## config.mk

```make
export PLATFORM = sky130hd
export DESIGN_NAME = query_string_url_decoder_flat
export DESIGN_NICKNAME = d
export VERILOG_FILES = /design/src/rtl/qsud_pkg.sv /design/src/rtl/qsud_if.sv /design/src/rtl/qsud_front.sv /design/src/rtl/qsud_fifo.sv /design/src/rtl/qsud_back.sv /design/src/rtl/query_string_url_decoder.sv /design/src/flat_wrapper.sv
export SDC_FILE = /design/constraint.sdc
export NUM_CORES = 1
export LEC_CHECK = 0
export ABC_CLOCK_PERIOD_IN_PS = 4300
export BUFFER_PORTS_ARGS = -buffer_cell sky130_fd_sc_hd__buf_4
export CORE_MARGIN = 10
export CORE_UTILIZATION = 55
export DETAILED_ROUTE_END_ITERATION = 12
export GPL_ROUTABILITY_DRIVEN = 0
export PLACE_DENSITY = 0.72
export SLEW_MARGIN = 5
export SYNTH_ARGS = -nofsm -noshare
export SYNTH_HDL_FRONTEND = slang
export SYNTH_SLANG_ARGS = --single-unit
export TNS_END_PERCENT = 100
```

## constraint.sdc

```tcl
create_clock -name clk -period 4.3 [get_ports clk]
set_input_delay 0.43 -clock clk [delete_from_list [all_inputs] [get_ports clk]]
set_output_delay 0.43 -clock clk [all_outputs]
set_load 0.01 [all_outputs]
```

## src/rtl/qsud_pkg.sv

```systemverilog
package qsud_pkg;

	// Input opcodes.
	localparam logic OP_BYTE = 1'b0;
	localparam logic OP_END  = 1'b1;

	// Result kinds.
	localparam logic [1:0] KIND_BYTE    = 2'd0;
	localparam logic [1:0] KIND_ARG_END = 2'd1;
	localparam logic [1:0] KIND_STR_END = 2'd2;

	// Characters with a special meaning in a query string.
	localparam logic [7:0] CH_AMP     = 8'h26;
	localparam logic [7:0] CH_PLUS    = 8'h2B;
	localparam logic [7:0] CH_PERCENT = 8'h25;
	localparam logic [7:0] CH_SPACE   = 8'h20;

	// Most results one request can cause.
	localparam int MAX_RESULTS = 4;

	// Default depth of the command queue between front and back.
	localparam int QUEUE_DEPTH = 4;

	typedef struct packed {
		logic [1:0] kind;
		logic [7:0] char_out;
	} res_t;

	// One classified request: up to four results and how many are used.
	typedef struct packed {
		logic [2:0]             count;
		res_t [MAX_RESULTS-1:0] res;
	} cmd_t;

	// Queue status seen by the front.
	typedef struct packed {
		logic full;
	} qstat_t;

	// Head of the queue seen by the back.
	typedef struct packed {
		logic valid;
		cmd_t cmd;
	} qhead_t;

endpackage

```

## src/rtl/qsud_if.sv

```systemverilog
interface qsud_req_if;
	logic       valid;
	logic       ready;
	logic       opcode;
	logic [7:0] char_in;

	modport source (output valid, output opcode, output char_in, input ready);
	modport sink (input valid, input opcode, input char_in, output ready);
endinterface

interface qsud_res_if;
	logic       valid;
	logic       ready;
	logic [1:0] kind;
	logic [7:0] char_out;
	logic       run_last;

	modport source (output valid, output kind, output char_out, output run_last, input ready);
	modport sink (input valid, input kind, input char_out, input run_last, output ready);
endinterface

```

## src/rtl/qsud_front.sv

```systemverilog
module qsud_front
	import qsud_pkg::*;
(
	input  logic       clk,
	input  logic       arst_n,
	input  logic       valid,
	output logic       ready,
	input  logic       opcode,
	input  logic [7:0] char_in,
	input  qstat_t     qstat,
	output logic       push,
	output cmd_t       cmd
);

	localparam logic [1:0] PH_IDLE  = 2'd0;
	localparam logic [1:0] PH_PCT   = 2'd1;
	localparam logic [1:0] PH_DIGIT = 2'd2;

	logic [1:0] phase_q;
	logic [7:0] held_q;
	logic       open_q;
	logic [1:0] phase_d;
	logic [7:0] held_d;
	logic       open_d;
	logic       accept;
	logic       c_hex;

	function automatic logic is_hex(input logic [7:0] c);
		is_hex = (c >= 8'h30 && c <= 8'h39) || (c >= 8'h41 && c <= 8'h46) ||
			(c >= 8'h61 && c <= 8'h66);
	endfunction

	// Nibble value of a hex digit; only meaningful when is_hex holds.
	function automatic logic [3:0] hex_nib(input logic [7:0] c);
		logic [7:0] v;
		if (c <= 8'h39) begin
			v = c - 8'h30;
		end else if (c <= 8'h46) begin
			v = c - 8'h37;
		end else begin
			v = c - 8'h57;
		end
		hex_nib = v[3:0];
	endfunction

	function automatic cmd_t append(input cmd_t c, input logic [1:0] k, input logic [7:0] ch);
		cmd_t r;
		r = c;
		r.res[c.count[1:0]].kind = k;
		r.res[c.count[1:0]].char_out = ch;
		r.count = c.count + 3'd1;
		append = r;
	endfunction

	assign ready  = !qstat.full;
	assign accept = valid && ready;
	assign c_hex  = is_hex(char_in);
	assign push   = accept && (cmd.count != 3'd0);

	always_comb begin
		cmd     = '0;
		phase_d = phase_q;
		held_d  = held_q;
		open_d  = open_q;
		if (opcode == OP_END || !(((phase_q == PH_PCT) || (phase_q == PH_DIGIT)) && c_hex)) begin
			// Whatever is held goes out literally first.
			if (phase_q == PH_PCT || phase_q == PH_DIGIT) begin
				cmd = append(cmd, KIND_BYTE, CH_PERCENT);
			end
			if (phase_q == PH_DIGIT) begin
				cmd = append(cmd, KIND_BYTE, held_q);
			end
			phase_d = PH_IDLE;
			held_d  = '0;
			if (opcode == OP_END) begin
				if (open_q) begin
					cmd = append(cmd, KIND_ARG_END, 8'h00);
				end
				cmd    = append(cmd, KIND_STR_END, 8'h00);
				open_d = 1'b0;
			end else if (char_in == CH_AMP) begin
				cmd    = append(cmd, KIND_ARG_END, 8'h00);
				open_d = 1'b0;
			end else begin
				open_d = 1'b1;
				if (char_in == CH_PLUS) begin
					cmd = append(cmd, KIND_BYTE, CH_SPACE);
				end else if (char_in == CH_PERCENT) begin
					phase_d = PH_PCT;
				end else begin
					cmd = append(cmd, KIND_BYTE, char_in);
				end
			end
		end else if (phase_q == PH_PCT) begin
			held_d  = char_in;
			phase_d = PH_DIGIT;
		end else begin
			cmd     = append(cmd, KIND_BYTE, {hex_nib(held_q), hex_nib(char_in)});
			phase_d = PH_IDLE;
			held_d  = '0;
		end
	end

	always_ff @(posedge clk or negedge arst_n) begin
		if (!arst_n) begin
			phase_q <= PH_IDLE;
			held_q  <= '0;
			open_q  <= 1'b0;
		end else if (accept) begin
			phase_q <= phase_d;
			held_q  <= held_d;
			open_q  <= open_d;
		end
	end

endmodule

```

## src/rtl/qsud_fifo.sv

```systemverilog
module qsud_fifo
	import qsud_pkg::*;
#(
	parameter int DEPTH = QUEUE_DEPTH
) (
	input  logic   clk,
	input  logic   arst_n,
	input  logic   push,
	input  cmd_t   wr_cmd,
	input  logic   pop,
	output qstat_t qstat,
	output qhead_t qhead
);

	localparam int PW = (DEPTH > 1) ? $clog2(DEPTH) : 1;
	localparam int CW = $clog2(DEPTH + 1);
	localparam logic [PW-1:0] LAST_PTR = PW'(DEPTH - 1);
	localparam logic [CW-1:0] FULL_CNT = CW'(DEPTH);

	cmd_t          store_q [DEPTH];
	logic [PW-1:0] wr_ptr_q;
	logic [PW-1:0] rd_ptr_q;
	logic [CW-1:0] cnt_q;

	assign qstat.full = (cnt_q == FULL_CNT);
	assign qhead.valid = (cnt_q != '0);
	assign qhead.cmd = store_q[rd_ptr_q];

	always_ff @(posedge clk) begin
		if (push) begin
			store_q[wr_ptr_q] <= wr_cmd;
		end
	end

	always_ff @(posedge clk or negedge arst_n) begin
		if (!arst_n) begin
			wr_ptr_q <= '0;
			rd_ptr_q <= '0;
			cnt_q    <= '0;
		end else begin
			if (push) begin
				wr_ptr_q <= (wr_ptr_q == LAST_PTR) ? '0 : wr_ptr_q + PW'(1);
			end
			if (pop) begin
				rd_ptr_q <= (rd_ptr_q == LAST_PTR) ? '0 : rd_ptr_q + PW'(1);
			end
			if (push && !pop) begin
				cnt_q <= cnt_q + CW'(1);
			end else if (pop && !push) begin
				cnt_q <= cnt_q - CW'(1);
			end
		end
	end

endmodule

```

## src/rtl/qsud_back.sv

```systemverilog
module qsud_back
	import qsud_pkg::*;
(
	input  logic       clk,
	input  logic       arst_n,
	input  qhead_t     qhead,
	output logic       pop,
	output logic       valid,
	input  logic       ready,
	output logic [1:0] kind,
	output logic [7:0] char_out,
	output logic       run_last
);

	logic [1:0] idx_q;
	logic       valid_q;
	logic [1:0] kind_q;
	logic [7:0] char_q;
	logic       last_q;
	logic       load;
	logic       last;

	assign load = qhead.valid && (!valid_q || ready);
	assign last = ({1'b0, idx_q} + 3'd1) == qhead.cmd.count;
	assign pop  = load && last;

	assign valid    = valid_q;
	assign kind     = kind_q;
	assign char_out = char_q;
	assign run_last = last_q;

	always_ff @(posedge clk) begin
		if (load) begin
			kind_q <= qhead.cmd.res[idx_q].kind;
			char_q <= qhead.cmd.res[idx_q].char_out;
			last_q <= last;
		end
	end

	always_ff @(posedge clk or negedge arst_n) begin
		if (!arst_n) begin
			valid_q <= 1'b0;
			idx_q   <= '0;
		end else begin
			if (load) begin
				valid_q <= 1'b1;
				idx_q   <= last ? 2'd0 : idx_q + 2'd1;
			end else if (ready) begin
				valid_q <= 1'b0;
			end
		end
	end

endmodule

```

## src/rtl/query_string_url_decoder.sv

```systemverilog
// Query string URL decoder. Each request carries one byte of a query string
// (opcode 0) or marks the end of the string (opcode 1). The block answers with
// a stream of results: decoded bytes, end-of-argument marks for every '&', and
// one end-of-string mark. '+' decodes to a space and "%hh" with hex digits of
// either case decodes to one byte; a broken escape passes through literally.
// Every result carries run_last on the last result caused by its request.
// Rate: one request is taken per cycle while the command queue is not full,
// and the back end emits one result per cycle while the output is ready. The
// first result of a request is written to the queue, then to the output
// register. The command queue between the front and back end holds QDEPTH
// classified requests, so the input keeps flowing while the output is stalled
// until that queue fills.
module query_string_url_decoder
	import qsud_pkg::*;
#(
	parameter int QDEPTH = QUEUE_DEPTH
) (
	input  logic     clk,
	input  logic     arst_n,
	qsud_req_if.sink   req,
	qsud_res_if.source res
);

	qstat_t qstat;
	qhead_t qhead;
	cmd_t   cmd;
	logic   push;
	logic   pop;

	// The front end decodes each request against the escape state and turns it
	// into one command listing all of its results; requests that only advance
	// an escape produce no command.
	qsud_front u_front (
		.clk     (clk),
		.arst_n  (arst_n),
		.valid   (req.valid),
		.ready   (req.ready),
		.opcode  (req.opcode),
		.char_in (req.char_in),
		.qstat   (qstat),
		.push    (push),
		.cmd     (cmd)
	);

	// The queue decouples the two ends so each can stall on its own.
	qsud_fifo #(
		.DEPTH (QDEPTH)
	) u_fifo (
		.clk    (clk),
		.arst_n (arst_n),
		.push   (push),
		.wr_cmd (cmd),
		.pop    (pop),
		.qstat  (qstat),
		.qhead  (qhead)
	);

	// The back end walks through the results of the head command into a
	// registered output stage.
	qsud_back u_back (
		.clk      (clk),
		.arst_n   (arst_n),
		.qhead    (qhead),
		.pop      (pop),
		.valid    (res.valid),
		.ready    (res.ready),
		.kind     (res.kind),
		.char_out (res.char_out),
		.run_last (res.run_last)
	);

endmodule

```

## src/flat_wrapper.sv

```systemverilog
// flat-port wrapper written by rule: the top's interface ports become plain ports
module query_string_url_decoder_flat import qsud_pkg::*;
#(
	parameter int QDEPTH = QUEUE_DEPTH
)
  (clk, arst_n, req_valid, req_opcode, req_char_in, req_ready, res_valid, res_kind, res_char_out, res_run_last, res_ready);
  qsud_req_if req_i ();
  qsud_res_if res_i ();
  input  logic clk;
  input  logic arst_n;
  input wire logic [$bits(req_i.valid)-1:0] req_valid;
  input wire logic [$bits(req_i.opcode)-1:0] req_opcode;
  input wire logic [$bits(req_i.char_in)-1:0] req_char_in;
  output wire logic [$bits(req_i.ready)-1:0] req_ready;
  output wire logic [$bits(res_i.valid)-1:0] res_valid;
  output wire logic [$bits(res_i.kind)-1:0] res_kind;
  output wire logic [$bits(res_i.char_out)-1:0] res_char_out;
  output wire logic [$bits(res_i.run_last)-1:0] res_run_last;
  input wire logic [$bits(res_i.ready)-1:0] res_ready;
  assign req_i.valid = req_valid;
  assign req_i.opcode = req_opcode;
  assign req_i.char_in = req_char_in;
  assign req_ready = req_i.ready;
  assign res_valid = res_i.valid;
  assign res_kind = res_i.kind;
  assign res_char_out = res_i.char_out;
  assign res_run_last = res_i.run_last;
  assign res_i.ready = res_ready;
  query_string_url_decoder #(.QDEPTH(QDEPTH)) u_core (.clk(clk), .arst_n(arst_n), .req(req_i), .res(res_i));
endmodule
```

==> key figures, run 1 <==
Logic synthesis
  • Post-synthesis mux area share: 0.144
  • Synth Cell Area: 8950 sq um
  • Xor/xnor share of the synthesized area: 0.00979
  • Share of the synthesized area in the top cell type: 0.614
  • Synth Register Bits: 204
  • Adder-cell share of the synthesized area: 0.0330
  • Compound-Gate Fraction of Synth Area: 0.0517
  • Asr flop ratio synth: 0.103
  • Syn nets: 554
  • Simple-gate portion of the synthesized area: 0.0671
  • Library cells used by synthesis: 52
  • Synth area leaders: edfxtp_1 61%, mux4_2 13%, dfrtp_1 5.9%
  • Number of synthesized flops with an enable pin: 183
  • Sequential share of the synthesized area: 0.673
  • Largest family of logic cells by synthesized area: multiplexers
  • Syn Inst Count: 518
  • Synthesized area per cell: 17.3 sq um
  • Most used flip-flop cell after synthesis: edfxtp_1
  • Synth warn: 0
  • Post-synth top area cell: edfxtp_1

Setup path
  • Worst R2R Setup Slack: 0.88 ns
  • CP required: 4.71 ns
  • CP Capture Type: flop
  • Worst R2R Path Depth: 12
  • Worst setup path class: flop to flop
  • RR Startpoint: u_core.u_front.phase_q[0]$_DFFE_PN0P_
  • Crit-path max FO: 10
  • Worst r2r dst: u_core.u_fifo.cnt_q[2]$_DFFE_PN0P_
  • Arrival @ worst endpoint: 3.83 ns
  • Crit path launch type: flop

Route
  • Via/cell ratio: 6.14
  • DRT antenna net count: 0
  • Initial DRC count: 463
  • Vias: 4794
  • TritonRoute pass-1 iters: 5
  • Wirelength per Cell: 23.9 um
  • WL final: 18600 um
  • DRC viols: 0

Clock tree
  • PostCTS Resize Cnt: 0
  • TritonCTS clock tree: yes
  • Clk slew on worst S/H paths: 0.06 ns
  • H-tree levels: 1
  • Clock tree buffer depth: 3
  • Clock sink count: 204
  • Clock latency on the worst-skew pair: 0.49 ns
  • Cts bufs inserted: 21
  • Root buffer cell: clkbuf_16

Final layout
  • Layout area overhead: 12.1%
  • Ant diodes: 0
  • Non-Filler Instances: 781
  • Layout Nets: 587
  • Filler cells: 1173
  • Layout cell share with drive strength beyond 1: 0.228

STA
  • Endpoints failing hold: 0
  • TNS Setup: 0 ns
  • RSZ-0062 raised after global routing: false
  • Setup slack after layout: 0.876 ns
  • Max Clk Rate: 292 MHz
  • Period minus WS final: 3.42 ns
  • Final Setup Violations: 0
  • Period utilization: 0.796
  • Worst slew pin tran: 0.820 ns
  • Post-Route Skew: 0.0111 ns
  • Slew Limit Fails: 0
  • Max-slew headroom: 0.453

Placed design
  • Setup WS pre-CTS: 0.907 ns
  • Port Buffers: 25
  • Placed cell count: 743
  • Detail Placement HPWL: 11700 um

Pwr
  • Pleak: 0.00358 uW
  • Pwr Density: 612 nW/um^2
  • Maximum VDD drop: 0.000456 V

Floorplan
  • Io pins: 26
  • # rows: 46
  • Die width: 148 um
  • Initial core utilization: 0.563
  • Die ar.: 21800 sq um
  • Die height: 148 um
  • Core area: 15900 sq um

Global routing
  • GRT Util Overall: 0.172
  • Vias in the first global route: 4972
  • First-pass GRT wire length: 29100 um
  • GR Overflow Total: 0
  • Largest net degree at the start of global routing: 38
  • Antenna violations before repair: 0

Worst hold path
  • Worst Hold End: u_core.u_back.valid$_DFFE_PN0P_
  • HP Start: res_ready
  • Tightest Hold Check Type: input port to flop
  • Hold path depth: 4

Status
  • Status: finished, final reports clean

Flow run
  • Max_cap viols: 0
## through the flow
step                total power (uW)  utilization  hold slack, ns  cell area [sq um]
finish                          6140        0.632           0.190              10000
global route                    6440        0.632           0.213              10000
CTS                             6220        0.632           0.179              10000
detailed placement              4580        0.592           0.363               9410
global placement                4530        0.592           0.359               9410
floorplan                       4010            -           0.134               8950
## logic make-up (layout without fill, tap and decap cells)
family	count (synthesis)	count (layout)
flip-flops	204	204
AND/OR/NAND/NOR	112	112
AO/OA/AOI/OAI	64	64
multiplexers	61	61
buffers and inverters	44	91
adder cells (fa/ha/maj)	23	23
XOR/XNOR	10	10
## worst max-delay path, cell delays in order, from the launching register on
cell and delay (ns):
dfrtp_1 0.40, inv_1 0.09, ha_1 0.38, a2111oi_2 0.46, and3_1 0.46, o31ai_4 0.14, a31oi_4 0.27, ha_1 0.26
inv_1 0.06, fa_1 0.37, xor2_1 0.17, nor2_1 0.11, xor2_1 0.16
## how the worst max path moves through the flow
stage                                                     start                                    end  slack, ns  cells past startpoint
final                     u_core.u_front.phase_q[0]$_DFFE_PN0P_     u_core.u_fifo.cnt_q[2]$_DFFE_PN0P_       0.88                     12
after global routing      u_core.u_front.phase_q[0]$_DFFE_PN0P_     u_core.u_fifo.cnt_q[2]$_DFFE_PN0P_       0.62                     12
after CTS                 u_core.u_front.phase_q[0]$_DFFE_PN0P_     u_core.u_fifo.cnt_q[2]$_DFFE_PN0P_       0.87                     12
after detailed placement  u_core.u_front.phase_q[0]$_DFFE_PN0P_     u_core.u_fifo.cnt_q[2]$_DFFE_PN0P_       0.91                     12
after global placement    u_core.u_front.phase_q[0]$_DFFE_PN0P_     u_core.u_fifo.cnt_q[2]$_DFFE_PN0P_       1.08                     12
after floorplan           u_core.u_front.phase_q[0]$_DFFE_PN0P_  u_core.u_fifo.store_q[3][0]$_DFFE_PP_       0.95                      8
## state kept, by name, summed over array words and instances, names as in the netlist, 3 cells and up
name / cells
u_core.u_fifo.store_q: 172
u_core.u_front.held_q: 8
u_core.u_back.char_out: 8
u_core.u_fifo.cnt_q: 3
## Yosys cell counts, types with 3 or more instances
cell	n
inv_1	19
ha_1	22
dfrtp_1	21
mux4_2	53
a22oi_1	5
mux2_2	3
and3_1	19
nor3_1	8
a22o_1	7
nand2_1	23
xnor2_1	3
edfxtp_1	183
o21a_1	4
nor2b_1	3
buf_2	9
nand3_1	14
mux2i_1	3
clkbuf_1	13
xor2_1	7
a21o_1	5
nor2_1	20
a21oi_1	15
o21ai_0	10
and2_1	11
o22ai_1	5
## where the power goes
part	switching, uW	total (uW)	internal [uW]
logic	852	1700	845
registers	187	2810	2630
clock network	685	1630	950
total	1720	6140	4420
## metal layers
metal	routed length (um)	track usage	part of all wire	up-vias
met2	9310	0.287	0.50	151
met3	1290	0.0360	0.069	28
met1	7740	0.228	0.42	2489
li1	-	-	-	2126
met5	0	0	0	-
met4	289	0.0387	0.016	0
## cell usage in the layout (no fill, tap or decap), drive strengths merged, types with 3 or more instances in the layout
master and n:
a21o 5, clkinv 10, buf 34, inv 19, nor3 9, nor2 20, mux4 53, mux2 5
o21a 4, a22oi 5, clkbuf 26, mux2i 3, nand2 23, xnor2 3, o21ai 10, nor2b 3
dfrtp 21, and3 19, edfxtp 183, xor2 7, a21oi 15, o22ai 5, ha 22, and2 12
nand3 14, a22o 7
## layout make-up
cell class,instances,area [sq um],share of cell area
flip-flops and latches,204,6020,0.600
multi-input cells,270,2740,0.273
clock buffers,26,544,0.0543
repair buffers,35,315,0.0314
well taps,216,270,0.0269
inverters,19,71.3,0.00711
clock inverters,11,68.8,0.00686
## timing repair
item	4_1_cts	5_1_grt
setup endpoints to repair	0	0
setup buffers	0	0
hold endpoints to repair	21	0
hold buffers	1	0
(Power assumes the default switching activity.)
==> run 2, diff against run 1 <==
--- a/config.mk
+++ b/config.mk
@@ -5,7 +5,7 @@
 export SDC_FILE = /design/constraint.sdc
 export NUM_CORES = 1
 export LEC_CHECK = 0
-export ABC_CLOCK_PERIOD_IN_PS = 4300
+export ABC_CLOCK_PERIOD_IN_PS = 3450
 export BUFFER_PORTS_ARGS = -buffer_cell sky130_fd_sc_hd__buf_4
 export CORE_MARGIN = 10
 export CORE_UTILIZATION = 55
==> constraint.sdc (replaced) <==
create_clock -name clk -period 3.45 [get_ports clk]
set_input_delay 0.345 -clock clk [delete_from_list [all_inputs] [get_ports clk]]
set_output_delay 0.345 -clock clk [all_outputs]
set_load 0.01 [all_outputs]
==> key figures, run 2 (synthesis results as in run 1) <==
Status
  • Status: finished, final reports clean

Global routing
  • GR Overflow Total: 0 (unchanged)
  • First-pass GRT wire length: 29900 um (+2.7%)
  • GRT Util Overall: 0.174 (+0.00196)
  • Vias in the first global route: 5135 (+3.3%)
  • Largest net degree at the start of global routing: 30 (-21%)
  • Antenna violations before repair: 0 (unchanged)

STA
  • Worst slew pin tran: 0.725 ns (-0.0957 ns)
  • Period minus WS final: 3.25 ns (-0.177 ns)
  • Slew Limit Fails: 0 (unchanged)
  • Final Setup Violations: 0 (unchanged)
  • Max Clk Rate: 308 MHz (+5.5%)
  • TNS Setup: 0 ns (unchanged)
  • Period utilization: 0.941 (+0.145)
  • Max-slew headroom: 0.515 (+0.0620)
  • Endpoints failing hold: 0 (unchanged)
  • RSZ-0062 raised after global routing: false
  • Post-Route Skew: 0.0140 ns (+0.00290 ns)
  • Setup slack after layout: 0.203 ns (-0.673 ns)

Route
  • WL final: 18800 um (+0.74%)
  • Wirelength per Cell: 23.7 um (-0.66%)
  • DRC viols: 0 (unchanged)
  • DRT antenna net count: 0 (unchanged)
  • TritonRoute pass-1 iters: 5 (unchanged)
  • Via/cell ratio: 6.23 (+1.6%)
  • Vias: 4938 (+3.0%)
  • Initial DRC count: 549 (+19%)

Placed design
  • Setup WS pre-CTS: 0.238 ns (-0.668 ns)
  • Detail Placement HPWL: 12300 um (+5.0%)
  • Port Buffers: 25 (unchanged)

Final layout
  • Layout Nets: 599 (+2.0%)
  • Layout cell share with drive strength beyond 1: 0.248 (+0.0199)
  • Top reg by flops: u_core.u_fifo.store_q
  • Max reg flops: 172 (unchanged)
  • Most frequent cells in the layout: 183 x edfxtp_1, 53 x mux4_2, 45 x buf_4, 23 x nand2_1, 22 x ha_1
  • Final Util: 0.637 (+0.00528)
  • Layout area overhead: 13.1%
  • Ant diodes: 0 (unchanged)
  • Most common cell after layout, fill and taps aside: edfxtp_1

Setup path
  • Worst setup path class: flop to flop
  • CP delay by family, top: adder cells
  • CP peak stage delay: 0.39 ns (-0.07 ns)
  • CP required: 3.85 ns (-0.86 ns)
  • Slowest-stage cell, CP: dfrtp_1
  • CP Capture Type: flop
  • Crit-path max FO: 7 (-3)
  • Crit path launch type: flop
  • Crit path buffers/inverters: 3 (+1)
  • CP Cell Sequence: inv_1 -> ha_1 -> a21oi_1 -> inv_1 -> ha_1 -> a21oi_1 -> a31oi_1 -> a31oi_4 -> ha_1 -> inv_1 -> fa_1 -> xor2_1 -> nor2_1 -> xor2_1
  • Arrival @ worst endpoint: 3.65 ns (-0.18 ns)

Clock tree
  • Clock tree buffer depth: 3 (unchanged)
  • Cts bufs inserted: 20 (-4.8%)
  • Post-CTS Setup Bufs: 0 (unchanged)
  • H-tree levels: 1 (unchanged)
  • TritonCTS clock tree: yes
  • Clock sink count: 204 (unchanged)
  • Clock latency on the worst-skew pair: 0.49 ns (about the same)
  • Clk slew on worst S/H paths: 0.06 ns (about the same)
  • Root buffer cell: clkbuf_16

Floorplan
  • Die width: 148 um (unchanged)
  • Io pins: 26 (unchanged)
  • Die height: 148 um (unchanged)
  • Die ar.: 21800 sq um (unchanged)
  • Core area: 15900 sq um (unchanged)
  • Initial core utilization: 0.563 (unchanged)
  • # rows: 46 (unchanged)

Flow run
  • Max_cap viols: 0 (unchanged)

Pwr
  • Pwr Density: 763 nW/um^2 (+25%)
  • Pleak: 0.00364 uW (+1.8%)
  • Maximum VDD drop: 0.000583 V (+28%)

Worst hold path
  • Tightest Hold Check Type: input port to flop
run 2: metal layers:
metal  track usage  vias to the layer above  wire length [um]
met5             0                        -                 0
met4        0.0644                        0               621
met3        0.0269                       39              1090
met2         0.285                      200              9350
met1         0.231                     2562              7710
li1              -                     2137                 -
run 2: layout make-up:
cell class                 instances  area [sq um]
inverter                          19          71.3
clock buffer                      34           594
timing repair buffer              48           388
tap                              216           270
sequential                       204          6020
clock inverter                     1          30.0
fill                            1159          5770
multi-input combinational        270          2740
run 2: through the flow:
step | hold slack, ns | total power [uW] | area [sq um] | std cells
finish | 0.118 | 7710 | 10100 | 792
global route | 0.134 | 8090 | 10100 | 792
CTS | 0.115 | 7800 | 10100 | 792
detailed placement | 0.271 | 5720 | 9480 | 756
global placement | 0.270 | 5640 | 9480 | 756
floorplan | 0.0494 | 5000 | 8950 | 518
run 2: path summary, 6_finish.rpt:
check                                                      start                                     to  slack (ns)  cells after the start
min in group asynchronous                                 arst_n   u_core.u_front.held_q[5]$_DFFE_PN0P_        0.32                      2
setup reg to reg           u_core.u_front.phase_q[0]$_DFFE_PN0P_     u_core.u_fifo.cnt_q[2]$_DFFE_PN0P_        0.20                     14
setup / recovery           u_core.u_front.phase_q[0]$_DFFE_PN0P_     u_core.u_fifo.cnt_q[2]$_DFFE_PN0P_        0.20                     14
max in group asynchronous                                 arst_n  u_core.u_fifo.rd_ptr_q[1]$_DFFE_PN0P_        2.85                      2
hold / removal                                         res_ready        u_core.u_back.valid$_DFFE_PN0P_        0.12                      4
hold reg to reg               u_core.u_fifo.cnt_q[2]$_DFFE_PN0P_     u_core.u_fifo.cnt_q[2]$_DFFE_PN0P_        0.49                      1
run 2: where the power goes:
part	internal, uW	switching (uW)	total [uW]
clock network	1240	835	2080
logic	1070	1110	2180
registers	3270	189	3460
total	5580	2130	7710
run 2: worst reg2reg max path: cells and delay by family (launching register included):
family / cells / cell delay (ns)
adder cells (fa/ha/maj): 4 / 1.30
AO/OA/AOI/OAI: 4 / 0.81
flip-flops: 1 / 0.39
XOR/XNOR: 2 / 0.32
buffers and inverters: 3 / 0.23
AND/OR/NAND/NOR: 1 / 0.12
run 2: what timing repair did:
item,CTS,global route
gates resized for setup,0,0
hold endpoints to repair,21,0
hold buffers,1,0
